===== src/rtl/core/sis_pkg.sv =====
// Shared constants, codes and the result record of the sorted integer set.
package sis_pkg;

    localparam int CAPACITY  = 64;
    localparam int KEY_WIDTH = 32;
    localparam int IDX_W     = $clog2(CAPACITY);
    localparam int CNT_W     = $clog2(CAPACITY + 1);

    typedef enum logic [1:0] {
        MODE_ADD      = 2'd0,
        MODE_REMOVE   = 2'd1,
        MODE_CONTAINS = 2'd2,
        MODE_CLEAR    = 2'd3
    } mode_t;

    typedef enum logic [2:0] {
        STAT_ADDED   = 3'd0,
        STAT_PRESENT = 3'd1,
        STAT_REMOVED = 3'd2,
        STAT_ABSENT  = 3'd3,
        STAT_FOUND   = 3'd4,
        STAT_CLEARED = 3'd5,
        STAT_FULL    = 3'd6
    } status_t;

    typedef struct packed {
        status_t            status;
        logic [CNT_W-1:0]   position;
        logic [CNT_W-1:0]   entry_total;
    } result_t;

endpackage


===== src/rtl/core/sis_ram.sv =====
// Generic simple dual-port RAM with one write port and a registered read port.
module sis_ram #(
    parameter int WIDTH = 32,
    parameter int DEPTH = 64
) (
    input  logic                     aclk,
    input  logic                     wr_en,
    input  logic [$clog2(DEPTH)-1:0] wr_addr,
    input  logic [WIDTH-1:0]         wr_data,
    input  logic [$clog2(DEPTH)-1:0] rd_addr,
    output logic [WIDTH-1:0]         rd_data
);

    logic [WIDTH-1:0] mem_reg [DEPTH];

    always_ff @(posedge aclk) begin
        if (wr_en) begin
            mem_reg[wr_addr] <= wr_data;
        end
        rd_data <= mem_reg[rd_addr];
    end

endmodule


===== src/rtl/core/sis_seq.sv =====
// Sequencer of the sorted integer set: binary search, hit check and entry shifting.
module sis_seq import sis_pkg::*; (
    input  logic                  aclk,
    input  logic                  aresetn,
    input  logic                  in_valid,
    output logic                  in_ready,
    input  logic [1:0]            in_mode,
    input  logic [KEY_WIDTH-1:0]  in_key,
    output logic                  res_valid,
    input  logic                  res_free,
    output result_t               result,
    output logic                  ram_wr_en,
    output logic [IDX_W-1:0]      ram_wr_addr,
    output logic [KEY_WIDTH-1:0]  ram_wr_data,
    output logic [IDX_W-1:0]      ram_rd_addr,
    input  logic [KEY_WIDTH-1:0]  ram_rd_data
);

    typedef enum logic [2:0] {
        S_IDLE, S_PROBE, S_CMP, S_HIT, S_UP, S_INS, S_DOWN, S_DONE
    } state_t;

    state_t                state_reg,  state_next;
    mode_t                 mode_reg,   mode_next;
    logic [KEY_WIDTH-1:0]  key_reg,    key_next;
    logic [CNT_W-1:0]      lo_reg,     lo_next;
    logic [CNT_W-1:0]      hi_reg,     hi_next;
    logic [CNT_W-1:0]      cnt_reg,    cnt_next;
    logic [CNT_W-1:0]      ptr_reg,    ptr_next;
    logic                  wpend_reg,  wpend_next;
    logic [CNT_W-1:0]      wdst_reg,   wdst_next;
    status_t               status_reg, status_next;

    logic [CNT_W-1:0] mid;
    logic             key_below;
    logic             hit;

    // Signed less-than compare: the probed entry against the search key.
    assign key_below = $signed(ram_rd_data) < $signed(key_reg);
    assign mid       = lo_reg + ((hi_reg - lo_reg) >> 1);
    assign hit       = (lo_reg < cnt_reg) && (ram_rd_data == key_reg);

    assign result.status      = status_reg;
    assign result.position    = lo_reg;
    assign result.entry_total = cnt_reg;

    always_comb begin
        state_next  = state_reg;
        mode_next   = mode_reg;
        key_next    = key_reg;
        lo_next     = lo_reg;
        hi_next     = hi_reg;
        cnt_next    = cnt_reg;
        ptr_next    = ptr_reg;
        wpend_next  = wpend_reg;
        wdst_next   = wdst_reg;
        status_next = status_reg;
        in_ready    = 1'b0;
        res_valid   = 1'b0;
        ram_wr_en   = 1'b0;
        ram_wr_addr = wdst_reg[IDX_W-1:0];
        ram_wr_data = ram_rd_data;
        ram_rd_addr = '0;

        case (state_reg)
            S_IDLE: begin
                in_ready = 1'b1;
                if (in_valid) begin
                    mode_next = mode_t'(in_mode);
                    key_next  = in_key;
                    lo_next   = '0;
                    hi_next   = cnt_reg;
                    if (mode_t'(in_mode) == MODE_CLEAR) begin
                        cnt_next    = '0;
                        status_next = STAT_CLEARED;
                        state_next  = S_DONE;
                    end else begin
                        state_next  = S_PROBE;
                    end
                end
            end
            S_PROBE: begin
                if (lo_reg < hi_reg) begin
                    ram_rd_addr = mid[IDX_W-1:0];
                    state_next  = S_CMP;
                end else begin
                    ram_rd_addr = lo_reg[IDX_W-1:0];
                    state_next  = S_HIT;
                end
            end
            S_CMP: begin
                if (key_below) begin
                    lo_next = mid + CNT_W'(1);
                end else begin
                    hi_next = mid;
                end
                state_next = S_PROBE;
            end
            S_HIT: begin
                state_next = S_DONE;
                case (mode_reg)
                    MODE_ADD: begin
                        if (hit) begin
                            status_next = STAT_PRESENT;
                        end else if (cnt_reg == CNT_W'(CAPACITY)) begin
                            status_next = STAT_FULL;
                        end else begin
                            status_next = STAT_ADDED;
                            ptr_next    = cnt_reg;
                            wpend_next  = 1'b0;
                            state_next  = S_UP;
                        end
                    end
                    MODE_REMOVE: begin
                        if (hit) begin
                            status_next = STAT_REMOVED;
                            ptr_next    = lo_reg + CNT_W'(1);
                            wpend_next  = 1'b0;
                            state_next  = S_DOWN;
                        end else begin
                            status_next = STAT_ABSENT;
                        end
                    end
                    default: begin
                        status_next = hit ? STAT_FOUND : STAT_ABSENT;
                    end
                endcase
            end
            S_UP: begin
                // Read the entry below the cursor while writing the one read last cycle.
                ram_wr_en = wpend_reg;
                if (ptr_reg > lo_reg) begin
                    ram_rd_addr = ptr_reg[IDX_W-1:0] - IDX_W'(1);
                    wpend_next  = 1'b1;
                    wdst_next   = ptr_reg;
                    ptr_next    = ptr_reg - CNT_W'(1);
                end else begin
                    wpend_next  = 1'b0;
                    state_next  = S_INS;
                end
            end
            S_INS: begin
                ram_wr_en   = 1'b1;
                ram_wr_addr = lo_reg[IDX_W-1:0];
                ram_wr_data = key_reg;
                cnt_next    = cnt_reg + CNT_W'(1);
                state_next  = S_DONE;
            end
            S_DOWN: begin
                ram_wr_en = wpend_reg;
                if (ptr_reg < cnt_reg) begin
                    ram_rd_addr = ptr_reg[IDX_W-1:0];
                    wpend_next  = 1'b1;
                    wdst_next   = ptr_reg - CNT_W'(1);
                    ptr_next    = ptr_reg + CNT_W'(1);
                end else begin
                    wpend_next  = 1'b0;
                    cnt_next    = cnt_reg - CNT_W'(1);
                    state_next  = S_DONE;
                end
            end
            S_DONE: begin
                if (res_free) begin
                    res_valid  = 1'b1;
                    state_next = S_IDLE;
                end
            end
            default: begin
                state_next = S_IDLE;
            end
        endcase
    end

    always_ff @(posedge aclk) begin
        if (!aresetn) begin
            state_reg <= S_IDLE;
            cnt_reg   <= '0;
            wpend_reg <= 1'b0;
        end else begin
            state_reg <= state_next;
            cnt_reg   <= cnt_next;
            wpend_reg <= wpend_next;
        end
        mode_reg   <= mode_next;
        key_reg    <= key_next;
        lo_reg     <= lo_next;
        hi_reg     <= hi_next;
        ptr_reg    <= ptr_next;
        wdst_reg   <= wdst_next;
        status_reg <= status_next;
    end

endmodule


===== src/rtl/core/sorted_integer_set_top.sv =====
// Top level of the sorted integer set: key store, sequencer and result register.
//
// The block keeps a set of up to 64 distinct signed 32-bit keys in ascending
// order in a single simple dual-port RAM. Each input word carries a mode and a
// key and yields exactly one result word. One item is handled at a time and
// s_ready is low while it is worked on. A clear skips the search and goes
// straight to the result. Any other mode first runs a binary search over the n
// keys held, each probe an address step and then a compare on the registered
// read data, then reads the entry at the found place and decides. An add then
// shifts the larger entries up and a remove shifts them down, one entry per
// cycle through the RAM's read and write ports. The RAM port is the limit: one
// entry is read and one written per cycle. The result word is held in an
// output register, so the next item is accepted while a result waits; a new
// result is only loaded once the previous one has been taken. An add to a
// full store is refused with the full status. The entry at the end of a search
// may lie at or above the current count and so be unwritten, but it never
// decides a result, as a hit also needs the place to lie below the count.
module sorted_integer_set_top import sis_pkg::*; (
    input  logic                  aclk,
    input  logic                  aresetn,
    input  logic                  s_valid,
    output logic                  s_ready,
    input  logic [1:0]            s_mode,
    input  logic signed [KEY_WIDTH-1:0] s_key,
    output logic                  m_valid,
    input  logic                  m_ready,
    output logic [2:0]            m_status,
    output logic [CNT_W-1:0]      m_position,
    output logic [CNT_W-1:0]      m_entry_total
);

    logic                  ram_wr_en;
    logic [IDX_W-1:0]      ram_wr_addr;
    logic [KEY_WIDTH-1:0]  ram_wr_data;
    logic [IDX_W-1:0]      ram_rd_addr;
    logic [KEY_WIDTH-1:0]  ram_rd_data;

    logic                  res_valid;
    logic                  res_free;
    result_t               result;

    logic                  m_valid_reg, m_valid_next;
    result_t               m_word_reg;

    // The key store itself.
    sis_ram #(
        .WIDTH (KEY_WIDTH),
        .DEPTH (CAPACITY)
    ) u_store (
        .aclk    (aclk),
        .wr_en   (ram_wr_en),
        .wr_addr (ram_wr_addr),
        .wr_data (ram_wr_data),
        .rd_addr (ram_rd_addr),
        .rd_data (ram_rd_data)
    );

    // The sequencer drives the search and the shifting of entries.
    sis_seq u_seq (
        .aclk        (aclk),
        .aresetn     (aresetn),
        .in_valid    (s_valid),
        .in_ready    (s_ready),
        .in_mode     (s_mode),
        .in_key      (s_key),
        .res_valid   (res_valid),
        .res_free    (res_free),
        .result      (result),
        .ram_wr_en   (ram_wr_en),
        .ram_wr_addr (ram_wr_addr),
        .ram_wr_data (ram_wr_data),
        .ram_rd_addr (ram_rd_addr),
        .ram_rd_data (ram_rd_data)
    );

    // The output register is free when empty or when its word is taken now.
    assign res_free = !m_valid_reg || m_ready;

    always_comb begin
        m_valid_next = m_valid_reg;
        if (res_valid) begin
            m_valid_next = 1'b1;
        end else if (m_ready) begin
            m_valid_next = 1'b0;
        end
    end

    always_ff @(posedge aclk) begin
        if (!aresetn) begin
            m_valid_reg <= 1'b0;
        end else begin
            m_valid_reg <= m_valid_next;
        end
        if (res_valid) begin
            m_word_reg <= result;
        end
    end

    assign m_valid       = m_valid_reg;
    assign m_status      = m_word_reg.status;
    assign m_position    = m_word_reg.position;
    assign m_entry_total = m_word_reg.entry_total;

endmodule


===== config.mk =====
export PLATFORM = sky130hd
export DESIGN_NAME = sorted_integer_set_top
export DESIGN_NICKNAME = d
export VERILOG_FILES = /design/src/rtl/core/sis_pkg.sv /design/src/rtl/core/sis_ram.sv /design/src/rtl/core/sis_seq.sv /design/src/rtl/core/sorted_integer_set_top.sv
export SDC_FILE = /design/constraint.sdc
export NUM_CORES = 2
export LEC_CHECK = 0
export BUFFER_PORTS_ARGS = -buffer_cell sky130_fd_sc_hd__buf_4
export CAP_MARGIN = 20
export CORE_UTILIZATION = 50
export CTS_CLUSTER_SIZE = 8
export DETAILED_ROUTE_END_ITERATION = 12
export GPL_TIMING_DRIVEN = 0
export PLACE_DENSITY = 0.62
export SLEW_MARGIN = 10
export SYNTH_ARGS = -nofsm -noshare
export SYNTH_HDL_FRONTEND = slang
export SYNTH_SLANG_ARGS = --single-unit

===== constraint.sdc =====
create_clock -name aclk -period 7.69 [get_ports aclk]
set_input_delay 0.769 -clock aclk [delete_from_list [all_inputs] [get_ports aclk]]
set_output_delay 0.769 -clock aclk [all_outputs]
set_load 0.05 [all_outputs]

## Word level (Yosys, flattened, before mapping)

Memories as Yosys holds them, arrays and structs flattened. A register that Yosys moved wholly into a read port is not among the register bits.
Index checks and enable logic that the tools add are counted.

- Register bits after elaboration: 93
- Bits in latches: 0
- Memory bits (writable): 2,048
- Bits in read-only memories: 0
- Memories kept: 1

- $add $sub $neg: 9
- Multipliers: 0
- Div/mod/pow operators: 0
- Order comparisons: 5
- Eq/ne operators: 24
- Shift-type cells: 0
- Mux-type cells: 60
- Bitwise gates (word level): 0
- Reductions and logical operators: 21

Memories:

| memory | words | width | read ports | clocked after memory_dff | wr ports | line | source |
|---|---|---|---|---|---|---|---|
| u_store.mem_reg | 64 | 32 | 1 | 1 | 1 | sis_ram.sv:14 | `logic [WIDTH-1:0] mem_reg [DEPTH];` |

Operators by type and width:

| kind | number |
|---|---|
| two-way mux 7 bit | 12 |
| one-hot mux 7 bit (2 select lines) | 3 |
| one-hot mux 7 bit (3 select lines) | 2 |
| two-way mux 6 bit | 6 |
| two-way mux 3 bit | 11 |
| equality test 32 bit | 1 |
| less-than comparator 32 bit | 1 |
| two-way mux 32 bit | 1 |
| adder 7 x 1 -> 7 bit, second input constant | 4 |
| one-hot mux 3 bit (8 select lines) | 1 |
| less-than comparator 7 bit | 3 |
| one-hot mux 3 bit (2 select lines) | 3 |
| one-hot mux 6 bit (3 select lines) | 1 |
| two-way mux 1 bit | 15 |
| subtractor 7 x 1 -> 7 bit, second input constant | 2 |
| equality test 3 bit, second input constant | 4 |
| one-hot mux 6 bit (2 select lines) | 1 |
| AND reduction 3 bit | 4 |
| inequality test 2 bit, second input constant | 5 |
| inequality test 2 x 1 -> 1 bit, second input constant | 4 |
| AND reduction 4 bit | 2 |
| nonzero test 2 bit | 4 |
| adder 7 x 6 -> 7 bit | 1 |
| equality test 7 bit, second input constant | 1 |
| other kinds (22) | 27 |

## Longest topological paths before layout

- Depth after elaboration: 5
- Mapped depth: 22
- Gate-level depth less buffers: 20

## By module

From an unflattened synthesis, not the netlist that was laid out.

- Cell total of the unflattened synthesis: 4,007
- Area, all modules: 84,985.3 um^2

By module, submodules not included:

| module | times used | cells each | area each (um^2) | seq. area each (um^2) |
|---|---|---|---|---|
| sis_ram | 1 | 3,324 | 78,515.3 | 62,139.6 |
| sis_seq | 1 | 662 | 5,910.7 | 2,142.1 |
| sorted_integer_set_top | 1 | 21 | 559.3 | 530.5 |

## Worst setup path after synthesis

OpenSTA, ideal clock, no wires.

- Path kind: flip-flop to flip-flop
- From: register u_seq.state_reg[2]
- To: memory u_store.mem_reg[0][31] (data pin)
- Setup time: 702 ps
- Arrival time: 3,919 ps
- Data required time: 6,988 ps
- Path slack: 3,069 ps
- Cell stages (with the launch flop): 7
- Buffers on the path: 4
- Period minus slack after synthesis: 4,621 ps
- Cell sequence: dfxtp_1 -> clkbuf_1 -> nand3_1 -> clkbuf_1 -> clkbuf_1 -> clkbuf_1 -> o21ai_0

- Longest elaborated chain between the ends: 2

RTL lines:

| element | line | source |
|---|---|---|
| start: declaration | sis_seq.sv:23 | `state_t state_reg, state_next;` |
| start signal: assignment | sis_seq.sv:180 | `state_reg <= state_next;` |
| equality test 3 bit | sis_seq.sv:65 | `case (state_reg)` |
| two-way mux 32 bit | sis_seq.sv:65 |  |
| via ram_wr_data[31] | sorted_integer_set_top.sv:34 | `logic [KEY_WIDTH-1:0] ram_wr_data;` |
| end: declaration | sis_ram.sv:14 |  |

The timed path passes the listed nets, and every way through them passes these cells.

## Final worst setup path

- From: register u_seq.lo_reg[2]
- To: register u_store.rd_data[27], read port of u_store.mem_reg

- Longest elaborated chain between the ends: 4
- Elaborated cells between the ends (all ways): 7
- Those cells by class: add/sub: 2; order compare: 2; mux: 3

RTL lines:

| element | line | source |
|---|---|---|
| start: declaration | sis_seq.sv:26 | `logic [CNT_W-1:0] lo_reg, lo_next;` |
| start signal: assignment | sis_seq.sv:186 | `lo_reg <= lo_next;` |
| subtractor 7 bit | sis_seq.sv:40 | `assign mid = lo_reg + ((hi_reg - lo_reg) >> 1);` |
| adder 7 x 6 -> 7 bit | sis_seq.sv:40 |  |
| two-way mux 6 bit | sis_seq.sv:83 | `if (lo_reg < hi_reg) begin` |
| one-hot mux 6 bit (3 select lines) (*) | sis_seq.sv:65 |  |
| end: declaration | sis_ram.sv:11 | `output logic [WIDTH-1:0] rd_data` |

Every way passes the cells marked *; elsewhere a longest branch is shown, timed or not.
A chain may end at the register's enable or synchronous reset.

==> summary.txt <==
Critical path
  • CP Launch Type: flop
  • WP data required: 8490 ps
  • Crit Path Max Fanout: 10
  • Crit-path max cell delay: 760 ps
  • Worst Path Arrival: 8220 ps
  • Slowest CP cell: clkbuf_1
  • R2R Setup Slk: 280 ps
  • Crit. End Element: flop
  • Crit Path Category: reg2reg
  • Worst-path cell chain: inv_1, ha_1, nor2b_1, o21ai_0, nand2b_1, a21o_1, a21oi_1, xnor2_1, ha_1, nor3b_1, a21oi_1, o21ai_0, a211oi_1, o311a_1, buf_2, nand2_1, a21oi_1, clkbuf_1, nand4_1, o21ai_0, or3_1
  • R2R Path End: u_store.rd_data[27]$_DFF_P_
  • Worst R2R Start: u_seq.lo_reg[2]$_SDFFCE_PP0P_
  • R2r worst-path depth: 21

Place
  • Dpl hpwl: 181700 um
  • Gpl congestion: 0.9462
  • DP Area: 92760 sq um
  • PortBufs: 56

Logic synthesis
  • Synth cell types: 68
  • Main combinational cell family by area after synthesis: simple AND/OR/NAND/NOR gates
  • Post-Synth XOR/XNOR Area: 0.3379%
  • Mux contribution to synthesized area: 5.334%
  • Syn nets: 5805
  • Main area contributors after synthesis: edfxtp_1, nand2_1, mux4_2
  • Compound-cell area share of the yosys netlist: 3.779%
  • Seq/Total Area, Yosys: 75.76%
  • Post-synthesis adder-cell area fraction: 1.153%
  • EDFF count, synth: 2129
  • Most used DFF post-synth: edfxtp_1
  • Cells after synthesis: 5690
  • Synthesized flop and latch total: 2173
  • Commonest cells post-synth: edfxtp_1, nand2_1, nand3_1
  • Avg Cell Area, Syn: 15.03 sq um
  • Async S/R FF share, synth: 0%
  • Synth Warn #: 0
  • Simple-gate share of the synthesized area: 11.80%
  • Top-count cell post-synth: edfxtp_1
  • Post-Syn Area: 85550 sq um
  • Post-synth top area share: 74.73%
  • Area leader, netlist: edfxtp_1

Floorplan
  • Chip Width: 415.6 um
  • Die Area: 172800 sq um
  • Cell Rows: 151
  • Die Y-Extent: 415.6 um
  • Top-level port count: 57
  • Starting Density: 50.42%
  • Core Area: 169700 sq um

STA
  • Number of setup violations in the final report: 0
  • Hold Slack: 41.10 ps
  • Least-Margin Pin Slew: 1214 ps
  • Max Slew Vio Count: 0
  • Slew headroom: 19.08%
  • Clk_skew: 57.42 ps
  • Count of final hold-check violations: 0
  • Fmax: 134.9 MHz
  • RSZ-0062 raised after global routing: no
  • Period Utilization, post-route: 96.41%
  • Tmin final: 7414 ps

Final layout
  • Core Util, Final: 59.80%
  • Max reg flops: 2048
  • Multi-input gate area: 20040 sq um
  • Filler Cells Inserted: 12.58k
  • Synthesis-to-finish area growth: 18.60%
  • Share of cells above drive strength 1: 13.68%
  • FF/Latch Area: 64810 sq um
  • Nets: 6352
  • Fin area: 101500 sq um

Route
  • Drt wl/cell: 30.71 um
  • # DRC: 0
  • Final Routed Wirelength: 261700 um
  • Vias per inst: 6.241
  • DRT Pass-1 Iters: 5
  • Via count: 53.18k
  • Routed Antenna Nets: 0
  • Initial DRC count: 6854

Global route
  • Largest net degree at the start of global routing: 37
  • Wire length of the first global-routing pass: 369600 um
  • All-Layer GR Usage: 30.15%
  • Initial antenna violation count: 21
  • Vias in the first global route: 50.96k
  • GRT overflow: 0

Worst hold path
  • Min-delay worst type: in2reg
  • Hold_sp: s_key[9]
  • Worst hold endpoint: u_seq.key_reg[9]$_DFFE_PP_
  • Hold depth: 1

CTS
  • # clock sinks: 2173
  • CTS Buf Count: 321
  • Clock Latency Late Sink: 950 ps
  • H-tree lvl count: 5
  • Root buf cell: clkbuf_16
  • CTS tree: done
  • CTS clk-pin slew, worst paths: 50 ps
  • Worst-case clock buffer depth: 4
  • Postcts setup bufs: 0

Power
  • Internal power: 0.02693 W
  • Peak VDD IR: 0.3185 mV
  • Static leakage: 33.74 nW
  • Seq pwr share: 34.9%
  • Tot Pwr: 0.04351 W
  • P per Cell Area: 428.8 nW/um^2
  • Combinational fraction of design power: 37.1%
  • Clock power frac: 28.1%
  • Sw Ratio: 38.10%
  • P_sw: 0.01658 W

Outcome
  • Status: completed

Flow run
  • MaxCap Viol Count: 0
## worst max-delay path: cells and delay by family, from the launching register on
| family | cells | cell delay [ps] |
|---|---|---|
| AOI/OAI and AO/OA | 9 | 2710 |
| adders and majority gates | 2 | 740 |
| xor gates and xnor gates | 1 | 140 |
| DFF | 1 | 720 |
| and+or+nand+nor | 6 | 1450 |
| buffers and inverters | 3 | 1510 |
## placed cells by master (no fill, tap or decap), types with 11 or more instances in the layout
master	instances
edfxtp_1	2129
nand2_1	1339
nand3_1	473
clkbuf_16	328
clkbuf_1	262
nand4_1	237
mux2i_1	169
a32oi_1	164
mux4_2	126
ha_1	74
buf_4	73
buf_12	68
o21ai_0	63
inv_1	62
a22oi_1	62
buf_2	61
nor2_4	61
buf_16	57
nor2_1	53
dfxtp_1	44
a21oi_1	42
or3_1	34
o21ai_4	32
nor3_1	22
xnor2_1	20
a21o_1	20
dlygate4sd3_1	18
diode_2	15
nor2b_1	15
xor2_1	13
buf_1	11
buf_6	11
buf_8	11
## layout make-up
class	count	share of cell area (%)
diodes	15	0.03699
plain buffers	313	1.315
clock buffers	367	8.234
clock inverters	6	0.05919
inverters	63	0.2343
multi-input cells	3141	19.75
flip-flops and latches	2173	63.88
well taps	2218	2.735
repair buffers	224	3.762
## metal layers
layer | part of all wire (%) | wire, um | vias to the layer above | global-route usage, %
met3 | 9.4 | 24720 | 580 | 5.703
met4 | 6.1 | 15900 | 0 | 16.91
met2 | 46 | 120500 | 3021 | 46.06
met5 | 0 | 0 | - | 0
met1 | 38 | 100600 | 26860 | 40.91
li1 | - | - | 22720 | -
## how the worst max path moves through the flow
stage                                          from                                 to  slack [ps]  cells past startpoint
floorplan           u_seq.state_reg[2]$_SDFFE_PN0P_   u_store.mem_reg[0][31]$_DFFE_PP_        3070                      6
global placement    u_seq.state_reg[2]$_SDFFE_PN0P_  u_store.mem_reg[53][14]$_DFFE_PP_       -3400                      6
detailed placement    u_seq.lo_reg[2]$_SDFFCE_PP0P_        u_store.rd_data[26]$_DFF_P_         580                     21
CTS                   u_seq.lo_reg[2]$_SDFFCE_PP0P_        u_store.rd_data[26]$_DFF_P_         520                     21
global route          u_seq.lo_reg[2]$_SDFFCE_PP0P_         u_store.rd_data[5]$_DFF_P_          70                     21
finish                u_seq.lo_reg[2]$_SDFFCE_PP0P_        u_store.rd_data[27]$_DFF_P_         280                     21
## timing repair
item / CTS / global route
gates resized for setup: 0 / 0
hold buffers: 18 / 0
hold endpoints to repair: 18 / 0
setup endpoints to repair: 0 / 0
## metrics by stage
stage | worst slack, ps | setup TNS (ps) | instances
6_report | 276.3 | 0 | 8520
3_5_place_dp | 582.7 | 0 | 8109
2_1_floorplan | 3069 | 0 | 5690
3_3_place_gp | -3403 | -3992840 | 7964
4_1_cts | 523.1 | 0 | 8500
5_1_grt | 66.56 | 0 | 8516
## cell families (layout without fill, tap and decap cells)
kind of cell,count (synthesis),count (layout)
adders and majority gates,77,77
other,0,15
AOI/OAI and AO/OA,444,444
DFF,2173,2173
buffers and inverters,376,973
muxes,298,298
and+or+nand+nor,2289,2289
xor gates and xnor gates,33,33
## power groups by stage
stage | registers, W | logic (W) | clock network (W)
global placement | 0.0163 | 0.0143 | 0
floorplan | 0.0156 | 0.00778 | 0
CTS | 0.0152 | 0.0158 | 0.0123
detailed placement | 0.0154 | 0.0157 | 0
finish | 0.0152 | 0.0161 | 0.0122
global route | 0.0152 | 0.0168 | 0.0128
(Power assumes the default switching activity.)
